--- src/hw/rtl/fys_pkg.sv ---
// fys_pkg: shared types and fixed widths for the shuffle block
// used by fys_divider and fisher_yates_shuffle; depends on nothing
`default_nettype none

package fys_pkg;

  // fixed port widths
  localparam int DATA_W = 32;
  localparam int RAND_W = 31;
  // divider step counter, holds 0 .. RAND_W-1
  localparam int STEP_W = $clog2(RAND_W);

  typedef enum logic [3:0] {
    ST_LOAD,
    ST_RD_I,
    ST_DIV_GO,
    ST_DIV_WAIT,
    ST_RD_J,
    ST_WR_I,
    ST_WR_J,
    ST_EM_RD,
    ST_EM_CAP,
    ST_EM_HOLD
  } fys_state_t;

endpackage

`default_nettype wire

--- src/hw/rtl/fys_ram.sv ---
// fys_ram: generic simple dual-port RAM, one write and one registered read a cycle
// standalone, no package dependency
`default_nettype none

module fys_ram #(
  parameter int WIDTH = 32,
  parameter int DEPTH = 32
) (
  input  wire logic                     clk,
  input  wire logic                     we,
  input  wire logic [$clog2(DEPTH)-1:0] waddr,
  input  wire logic [WIDTH-1:0]         wdata,
  input  wire logic [$clog2(DEPTH)-1:0] raddr,
  output      logic [WIDTH-1:0]         rdata
);

  logic [WIDTH-1:0] mem_r [DEPTH];
  logic [WIDTH-1:0] rdata_r;

  always_ff @(posedge clk) begin
    if (we) begin
      mem_r[waddr] <= wdata;
    end
    rdata_r <= mem_r[raddr];
  end

  assign rdata = rdata_r;

endmodule

`default_nettype wire

--- src/hw/rtl/fys_divider.sv ---
// fys_divider: restoring divider giving the remainder, one quotient bit a cycle
// depends on fys_pkg for the dividend width and step counter width
`default_nettype none

module fys_divider #(
  parameter int DIV_W = 6
) (
  input  wire logic                      clk,
  input  wire logic                      rst_n,
  input  wire logic                      start,
  input  wire logic [fys_pkg::RAND_W-1:0] dividend,
  input  wire logic [DIV_W-1:0]          divisor,
  output      logic                      done,
  output      logic [DIV_W-1:0]          remainder
);

  logic                       busy_r;
  logic                       done_r;
  logic [fys_pkg::STEP_W-1:0] step_r;
  logic [fys_pkg::RAND_W-1:0] dvd_r;
  logic [DIV_W-1:0]           dvs_r;
  logic [DIV_W-1:0]           rem_r;
  logic [DIV_W:0]             trial;
  logic [DIV_W-1:0]           rem_nxt;

  // shift in the next dividend bit and subtract when it fits
  always_comb begin
    trial = {rem_r, dvd_r[fys_pkg::RAND_W-1]};
    if (trial >= {1'b0, dvs_r}) begin
      rem_nxt = DIV_W'(trial - {1'b0, dvs_r});
    end else begin
      rem_nxt = trial[DIV_W-1:0];
    end
  end

  always_ff @(posedge clk) begin
    if (!rst_n) begin
      busy_r <= 1'b0;
      done_r <= 1'b0;
      step_r <= '0;
    end else begin
      done_r <= 1'b0;
      if (start) begin
        busy_r <= 1'b1;
        step_r <= '0;
      end else if (busy_r) begin
        step_r <= step_r + 1'b1;
        if (step_r == fys_pkg::STEP_W'(fys_pkg::RAND_W - 1)) begin
          busy_r <= 1'b0;
          done_r <= 1'b1;
        end
      end
    end
  end

  always_ff @(posedge clk) begin
    if (start) begin
      dvd_r <= dividend;
      dvs_r <= divisor;
      rem_r <= '0;
    end else if (busy_r) begin
      dvd_r <= {dvd_r[fys_pkg::RAND_W-2:0], 1'b0};
      rem_r <= rem_nxt;
    end
  end

  assign done      = done_r;
  assign remainder = rem_r;

endmodule

`default_nettype wire

--- src/hw/rtl/fisher_yates_shuffle.sv ---
// fisher_yates_shuffle: collects a list, shuffles it in place and streams it out
// depends on fys_pkg, fys_ram and fys_divider
//
//   channel | direction | handshake              | payload
//   in      | input     | in_valid / in_ready    | in_element_value, in_random_word, in_is_last
//   out     | output    | out_valid / out_ready  | out_value, out_last
//
// non-closing items can be taken back to back; the closing item starts the shuffle,
// which for each position reads element i, runs the remainder divider, reads
// element j and writes both back through the single-read element RAM; then
// each element is read, captured and held until taken. in_ready is low from the
// closing item until the final element has been taken.
// synchronous active-low reset returns to loading with an empty list;
// RAM contents are not cleared and need not be.
`default_nettype none

module fisher_yates_shuffle #(
  parameter int LIST_DEPTH = 32,
  parameter int ELEM_WIDTH = 32
) (
  input  wire logic                       clk,
  input  wire logic                       rst_n,
  input  wire logic                       in_valid,
  output      logic                       in_ready,
  input  wire logic [fys_pkg::DATA_W-1:0] in_element_value,
  input  wire logic [fys_pkg::RAND_W-1:0] in_random_word,
  input  wire logic                       in_is_last,
  output      logic                       out_valid,
  input  wire logic                       out_ready,
  output      logic [fys_pkg::DATA_W-1:0] out_value,
  output      logic                       out_last
);

  localparam int IDX_W = $clog2(LIST_DEPTH);
  localparam int CNT_W = $clog2(LIST_DEPTH + 1);

  fys_pkg::fys_state_t state_r, state_nxt;

  logic [CNT_W-1:0] count_r;
  logic [IDX_W-1:0] pos_r;
  logic [IDX_W-1:0] j_r;
  logic [IDX_W-1:0] k_r;
  logic [ELEM_WIDTH-1:0] elem_i_r;
  logic [fys_pkg::DATA_W-1:0] out_value_r;
  logic out_last_r;

  logic in_acc, out_acc, room;
  logic pos_final, k_final;

  logic                  e_we;
  logic [IDX_W-1:0]      e_waddr, e_raddr;
  logic [ELEM_WIDTH-1:0] e_wdata, e_rdata;
  logic                  r_we;
  logic [IDX_W-1:0]      r_raddr;
  logic [fys_pkg::RAND_W-1:0] r_rdata;

  logic             div_start, div_done;
  logic [CNT_W-1:0] div_rem;
  logic [CNT_W-1:0] span;
  logic [CNT_W-1:0] j_sum;

  logic [ELEM_WIDTH+fys_pkg::DATA_W-1:0] in_ext;
  logic [ELEM_WIDTH+fys_pkg::DATA_W-1:0] out_ext;

  assign in_acc  = in_valid && in_ready;
  assign out_acc = out_valid && out_ready;
  assign room    = count_r < CNT_W'(LIST_DEPTH);

  assign pos_final = (CNT_W'(pos_r) + 1'b1) == count_r;
  assign k_final   = (CNT_W'(k_r) + 1'b1) == count_r;
  assign span      = count_r - CNT_W'(pos_r);
  assign j_sum     = div_rem + CNT_W'(pos_r);

  // width adaption of the element in both directions
  assign in_ext  = {{ELEM_WIDTH{1'b0}}, in_element_value};
  assign out_ext = {{fys_pkg::DATA_W{1'b0}}, e_rdata};

  fys_ram #(
    .WIDTH (ELEM_WIDTH),
    .DEPTH (LIST_DEPTH)
  ) u_elem_ram (
    .clk   (clk),
    .we    (e_we),
    .waddr (e_waddr),
    .wdata (e_wdata),
    .raddr (e_raddr),
    .rdata (e_rdata)
  );

  fys_ram #(
    .WIDTH (fys_pkg::RAND_W),
    .DEPTH (LIST_DEPTH)
  ) u_rand_ram (
    .clk   (clk),
    .we    (r_we),
    .waddr (count_r[IDX_W-1:0]),
    .wdata (in_random_word),
    .raddr (r_raddr),
    .rdata (r_rdata)
  );

  fys_divider #(
    .DIV_W (CNT_W)
  ) u_div (
    .clk       (clk),
    .rst_n     (rst_n),
    .start     (div_start),
    .dividend  (r_rdata),
    .divisor   (span),
    .done      (div_done),
    .remainder (div_rem)
  );

  // next state
  always_comb begin
    state_nxt = state_r;
    unique case (state_r)
      fys_pkg::ST_LOAD:     if (in_acc && in_is_last) state_nxt = fys_pkg::ST_RD_I;
      fys_pkg::ST_RD_I:     state_nxt = fys_pkg::ST_DIV_GO;
      fys_pkg::ST_DIV_GO:   state_nxt = fys_pkg::ST_DIV_WAIT;
      fys_pkg::ST_DIV_WAIT: if (div_done) state_nxt = fys_pkg::ST_RD_J;
      fys_pkg::ST_RD_J:     state_nxt = fys_pkg::ST_WR_I;
      fys_pkg::ST_WR_I:     state_nxt = fys_pkg::ST_WR_J;
      fys_pkg::ST_WR_J: begin
        state_nxt = pos_final ? fys_pkg::ST_EM_RD : fys_pkg::ST_RD_I;
      end
      fys_pkg::ST_EM_RD:    state_nxt = fys_pkg::ST_EM_CAP;
      fys_pkg::ST_EM_CAP:   state_nxt = fys_pkg::ST_EM_HOLD;
      fys_pkg::ST_EM_HOLD: begin
        if (out_acc) begin
          state_nxt = out_last_r ? fys_pkg::ST_LOAD : fys_pkg::ST_EM_RD;
        end
      end
      default:              state_nxt = fys_pkg::ST_LOAD;
    endcase
  end

  // outputs and RAM controls
  always_comb begin
    in_ready  = 1'b0;
    out_valid = 1'b0;
    div_start = 1'b0;
    e_we      = 1'b0;
    e_waddr   = count_r[IDX_W-1:0];
    e_wdata   = in_ext[ELEM_WIDTH-1:0];
    e_raddr   = pos_r;
    r_we      = 1'b0;
    r_raddr   = pos_r;
    unique case (state_r)
      fys_pkg::ST_LOAD: begin
        in_ready = 1'b1;
        e_we     = in_acc && room;
        r_we     = in_acc && room;
      end
      fys_pkg::ST_DIV_GO: div_start = 1'b1;
      fys_pkg::ST_RD_J:   e_raddr = j_r;
      fys_pkg::ST_WR_I: begin
        // entry j read in the previous cycle lands at position i
        e_we    = 1'b1;
        e_waddr = pos_r;
        e_wdata = e_rdata;
      end
      fys_pkg::ST_WR_J: begin
        e_we    = 1'b1;
        e_waddr = j_r;
        e_wdata = elem_i_r;
      end
      fys_pkg::ST_EM_RD:   e_raddr = k_r;
      fys_pkg::ST_EM_HOLD: out_valid = 1'b1;
      default: begin
      end
    endcase
  end

  always_ff @(posedge clk) begin
    if (!rst_n) begin
      state_r <= fys_pkg::ST_LOAD;
      count_r <= '0;
      pos_r   <= '0;
      k_r     <= '0;
    end else begin
      state_r <= state_nxt;
      if (in_acc && room) begin
        count_r <= count_r + 1'b1;
      end
      if (state_r == fys_pkg::ST_WR_J) begin
        pos_r <= pos_final ? '0 : pos_r + 1'b1;
      end
      if (out_acc) begin
        if (out_last_r) begin
          k_r     <= '0;
          count_r <= '0;
        end else begin
          k_r <= k_r + 1'b1;
        end
      end
    end
  end

  // datapath registers
  always_ff @(posedge clk) begin
    if (state_r == fys_pkg::ST_DIV_GO) begin
      elem_i_r <= e_rdata;
    end
    if (div_done) begin
      j_r <= j_sum[IDX_W-1:0];
    end
    if (state_r == fys_pkg::ST_EM_CAP) begin
      out_value_r <= out_ext[fys_pkg::DATA_W-1:0];
      out_last_r  <= k_final;
    end
  end

  assign out_value = out_value_r;
  assign out_last  = out_last_r;

`ifndef SYNTHESIS
  a_one_side: assert property (@(posedge clk) disable iff (!rst_n)
    !(in_ready && out_valid))
    else $error("input and output sides active together");

  a_back_to_load: assert property (@(posedge clk) disable iff (!rst_n)
    (out_acc && out_last) |=> (in_ready && count_r == '0))
    else $error("list not closed after final element");

  a_div_done_wait: assert property (@(posedge clk) disable iff (!rst_n)
    div_done |-> (state_r == fys_pkg::ST_DIV_WAIT))
    else $error("divider finished outside its wait state");

  a_count_range: assert property (@(posedge clk) disable iff (!rst_n)
    count_r <= CNT_W'(LIST_DEPTH))
    else $error("list count beyond depth");

  a_swap_in_range: assert property (@(posedge clk) disable iff (!rst_n)
    (state_r == fys_pkg::ST_RD_J) |-> (CNT_W'(j_r) < count_r && j_r >= pos_r))
    else $error("swap partner outside the unshuffled part");
`endif

endmodule

`default_nettype wire

--- config.mk ---
export PLATFORM = sky130hd
export DESIGN_NAME = fisher_yates_shuffle
export DESIGN_NICKNAME = d
export VERILOG_FILES = /design/src/hw/rtl/fys_pkg.sv /design/src/hw/rtl/fys_ram.sv /design/src/hw/rtl/fys_divider.sv /design/src/hw/rtl/fisher_yates_shuffle.sv
export SDC_FILE = /design/constraint.sdc
export NUM_CORES = 2
export LEC_CHECK = 0
export BUFFER_PORTS_ARGS = -buffer_cell sky130_fd_sc_hd__clkbuf_2
export CORE_MARGIN = 1.5
export CORE_UTILIZATION = 57
export DETAILED_ROUTE_END_ITERATION = 10
export PLACE_DENSITY = 0.73
export SYNTH_ARGS = -nofsm -noshare
export SYNTH_HDL_FRONTEND = slang
export SYNTH_SLANG_ARGS = --single-unit
--- constraint.sdc ---
create_clock -name clk -period 8.5 [get_ports clk]
set_input_delay 0.425 -clock clk [delete_from_list [all_inputs] [get_ports clk]]
set_output_delay 0.425 -clock clk [all_outputs]
set_load 0.05 [all_outputs]
==> summary by stage <==
Outcome
The run finished with clean final reports.

Detailed routing
The count of unresolved DRC violations after routing is 0. After detailed routing, the number of vias per cell comes to 6.46. The total iterations of the first detailed-routing run is 6. Summing over every cut layer, the via total after detailed routing is 44,913. The wire length per cell after detailed routing is 29.5 um. The antenna violation net count after detailed routing is 0. For this block, the routed nets add up to 205,000 um of wire. The number of design-rule violations left by the first detailed-router iteration is 5,552.

Die
The row count is about 140. In this run the vertical extent of the chip is 389 um. The chip width is 389 um.

The number of top-level design ports is approximately 100. The floorplan step defined a die boundary enclosing 152,000 um2. The core region is between 100,000 and 150,000 um2. The starting density of the core is 0.575.

Power
VDD sags by at most 0.237 mV. The static leakage power is a little under 30 nW. The ratio of total power to cell area is ~230 nW/um2.

Clocking
The hold buffer count at CTS is 2. The number of H-tree branching levels is 4. Buffers inserted during clock tree synthesis total 209. After clock tree synthesis, the repair step resized 0 gates. The tree built by TritonCTS fans out to 2,219 sinks. The clock passes through at most 3 buffers. The cell chosen for the clock root is sky130_fd_sc_hd__clkbuf_16.

The TritonCTS clock tree is yes. The clock edge transition at the registers on the reported setup and hold paths is 0.06 ns. Buffers added to address setup during post-CTS repair amount to 0. The clock latency reported for the late side of the worst-skew pair is 0.85 ns.

Critical path
The cell depth of the worst flop-to-flop path is 9. The worst setup path is launched from a flop. In this run the critical register-to-register path is captured at u_elem_ram.rdata[12].

Among all stages on the critical path, the largest delay is contributed by sky130_fd_sc_hd__dfxtp_1. On the worst path, the slowest cell contributes a delay of 1.00 ns. The most used cell along the critical path is sky130_fd_sc_hd__buf_4. The number of buffers and inverters on the critical path is 2.

The signal on the critical path passes through xor2_1 > o21ai_2 > buf_4 > and2_4 > or3_2 > buf_4 > o22ai_1 > nor4_1 > nand3_1. The type of element capturing the critical path is a flop. The origin of the critical flop-to-flop path is state_r[1].

Data on the critical path is required at its endpoint by 9.17 ns. The worst setup slack for register-to-register paths is 3.76 ns. Of all nets on the critical path, the largest fanout is 45. The family with the most delay on the worst path is simple AND/OR/NAND/NOR gates.

The critical path data arrival time is about 5.4 ns. The type of the setup path with the least slack is flop to flop.

Final layout
The sequential cells in the finished layout cover a total of 65,700 um2. The multi-input combinational cells in the finished layout cover a total of 18,800 um2. The area growth from synthesis to layout is 11.8%. The total number of nets in the final design is 4,934.

Of the cells placed in the final design, the portion with a size suffix greater than 1 is 0.188. The final-layout fill cell count is 9,666.

Logic synthesis
Counting flops with a built-in enable in the synthesized netlist gives 2,123. The number of different library cells used by synthesis comes to 64. sky130_fd_sc_hd__edfxtp_1 takes more of the synthesized area than any other cell. The flip-flop and latch count after synthesis is roughly 2,200. The combined area of all synthesized cells is 85,100 um2. The share of async-settable or async-resettable flops after synthesis is 0. The dominant register cell in the synthesized netlist is sky130_fd_sc_hd__edfxtp_1. The total nets after synthesis is around 4,800.

By count the netlist is led by 2,123 x sky130_fd_sc_hd__edfxtp_1, 633 x sky130_fd_sc_hd__nand2_1, 310 x sky130_fd_sc_hd__mux4_2. Ranked by total cell area, the synthesized netlist is headed by sky130_fd_sc_hd__edfxtp_1 75%, sky130_fd_sc_hd__mux4_2 8.2%, sky130_fd_sc_hd__mux2i_1 3.1%, sky130_fd_sc_hd__nand2_1 2.8%, sky130_fd_sc_hd__dfxtp_1 2.3%. For this run, the register share of the synthesized area comes to 0.771. The average instance area after synthesis is 18.1 um2. The most frequent cell after synthesis is sky130_fd_sc_hd__edfxtp_1.

The share of synthesized area in the top cell type comes to 0.749. The Yosys step of the flow raised 0 warnings. The instance count of the mapped netlist is approximately 4,700.

Placed design
The final estimated routing congestion in global placement is between 0.8 and 0.9. The setup slack at placement is between 3 and 4 ns. The detailed placer's ending HPWL is 105,000 um.

In this run the tool buffered the top-level ports with 102 buffer cells.

Min path
The worst hold path depth is 3. The path class of the tightest hold or removal check is input port to flop. The startpoint of the worst hold path is in_is_last.

The worst hold endpoint is state_r[3].

STA
The number of hold violations in the final report is 0. After routing, the total negative slack on setup checks comes to 0 ns. On the final layout, the worst hold slack is 0.0856 ns. Setup repair after global routing left no endpoint under its margin. The final count of pins violating max slew was 0. The clock skew after layout is 0.0260 ns.

The maximum clock rate is 211 MHz. The minimum period implied by the final worst setup slack is 4.74 ns. The worst path meets setup with ~3.8 ns of slack. Measured against its own limit, the worst slew margin works out to 0.0443. In the finished design, the share of the clock period the worst path needs comes to 0.558.

The total setup violations reported at the end of the flow is 0. For the pin with the worst max-slew slack, the measured transition is ~1.4 ns.

Job
The max-capacitance violation count is 0.

Global routing
The number of global-route vias before repair is 44,597. In the global route stage, overall resource usage came out at 0.272. The largest net degree at the start of global routing is between 100 and 150. The total overflow left after global routing is 0.

The first-pass GRT wire length is approximately 300,000 um. The number of antenna violations at the first check in global routing is 5.
-- logic make-up after synthesis --
logic type	after synthesis	synth area share
AO/OA/AOI/OAI	390	0.0308
XOR/XNOR	33	0.00340
adder cells (fa/ha/maj)	26	0.00409
buffers and inverters	305	0.0153
flip-flops	2219	0.771
multiplexers	600	0.117
AND/OR/NAND/NOR	1129	0.0584
-- registers in the layout, indices dropped and copies added (netlist names), 6 cells and up --
register	flops
u_rand_ram.rdata	31
u_div.dvd_r	31
u_elem_ram.mem_r	1024
elem_i_r	32
u_div.remainder	6
u_elem_ram.rdata	32
count_r	6
u_div.dvs_r	6
u_rand_ram.mem_r	992
out_value	32
-- metrics by stage --
stage          utilization  area, um2  total power [mW]  cells
5_1_grt              0.643      95100              22.7   6951
2_1_floorplan            -      85100              12.7   4702
3_5_place_dp         0.596      88300              13.0   6557
4_1_cts              0.643      95100              22.2   6951
3_3_place_gp         0.596      88300              13.0   6557
6_report             0.643      95100              22.1   6953
-- area by class of cell --
cell class                 count  share of cell area
tap                         1930              0.0254
inverter                      31             0.00128
multi-input combinational   2178               0.197
timing repair buffer         201              0.0136
antenna                        2           0.0000526
clock buffer                 299              0.0613
sequential                  2219               0.690
clock inverter                93              0.0108
-- worst register-to-register path: cells and delay by family, from the launching register on --
family / cells / cell delay (ns)
DFF: 1 / 1.00
xor gates and xnor gates: 1 / 0.25
and+or+nand+nor: 4 / 2.16
buffers and inverters: 2 / 0.80
AOI/OAI and AO/OA: 2 / 0.38
-- placed cells by master (no fill, tap or decap), types with 10 or more instances in the layout --
master | netlist | layout
sky130_fd_sc_hd__bufinv_16 | 0 | 19
sky130_fd_sc_hd__edfxtp_1 | 2123 | 2123
sky130_fd_sc_hd__xnor2_1 | 18 | 18
sky130_fd_sc_hd__a21oi_1 | 29 | 29
sky130_fd_sc_hd__clkbuf_16 | 0 | 210
sky130_fd_sc_hd__clkinv_2 | 0 | 34
sky130_fd_sc_hd__inv_1 | 30 | 28
sky130_fd_sc_hd__nor3_1 | 13 | 10
sky130_fd_sc_hd__buf_4 | 8 | 94
sky130_fd_sc_hd__clkbuf_8 | 0 | 24
sky130_fd_sc_hd__nor4_1 | 36 | 36
sky130_fd_sc_hd__nor2_1 | 107 | 41
sky130_fd_sc_hd__xor2_1 | 15 | 15
sky130_fd_sc_hd__and3_1 | 38 | 37
sky130_fd_sc_hd__clkbuf_2 | 0 | 102
sky130_fd_sc_hd__nand2_1 | 633 | 632
sky130_fd_sc_hd__o21ai_0 | 16 | 16
sky130_fd_sc_hd__ha_1 | 23 | 23
sky130_fd_sc_hd__clkinv_1 | 1 | 26
sky130_fd_sc_hd__nand4_1 | 38 | 38
sky130_fd_sc_hd__mux4_2 | 310 | 310
sky130_fd_sc_hd__mux2i_1 | 260 | 260
sky130_fd_sc_hd__a22oi_1 | 37 | 37
sky130_fd_sc_hd__a211oi_1 | 38 | 36
sky130_fd_sc_hd__mux2_2 | 30 | 30
sky130_fd_sc_hd__o2111ai_1 | 33 | 33
sky130_fd_sc_hd__nand3_1 | 212 | 211
sky130_fd_sc_hd__a31oi_1 | 65 | 65
sky130_fd_sc_hd__o22ai_1 | 131 | 131
sky130_fd_sc_hd__clkbuf_1 | 175 | 65
sky130_fd_sc_hd__nor2_4 | 0 | 67
sky130_fd_sc_hd__dfxtp_1 | 96 | 92
-- power by group --
group	switching (mW)	internal [mW]	leakage, nW
logic	0.427	0.162	6.49
registers	0.0885	12.1	19.9
clock network	3.97	5.35	3.36
-- worst max path at each step --
| stage | startpoint | endpoint | slack [ns] | cells past startpoint |
|---|---|---|---|---|
| 6_report | state_r[1] | u_elem_ram.rdata[12] | 3.76 | 9 |
| 5_1_grt | state_r[1] | u_elem_ram.rdata[12] | 3.64 | 9 |
| 4_1_cts | state_r[1] | u_elem_ram.rdata[12] | 3.92 | 9 |
| 3_5_place_dp | state_r[0] | u_elem_ram.rdata[12] | 3.95 | 9 |
| 3_3_place_gp | state_r[0] | u_elem_ram.rdata[12] | 4.03 | 9 |
| 2_1_floorplan | state_r[0] | u_rand_ram.mem_r[15][0] | 3.16 | 7 |
-- per-layer routing --
layer | vias to the layer above | GRT usage | part of all wire
li1 | 18957 | - | -
met1 | 23194 | 0.367 | 0.38
met2 | 2363 | 0.446 | 0.49
met3 | 391 | 0.0503 | 0.093
met4 | 8 | 0.0987 | 0.034
met5 | - | 0 | 0.00021
Power figures use the tool's default switching activity.
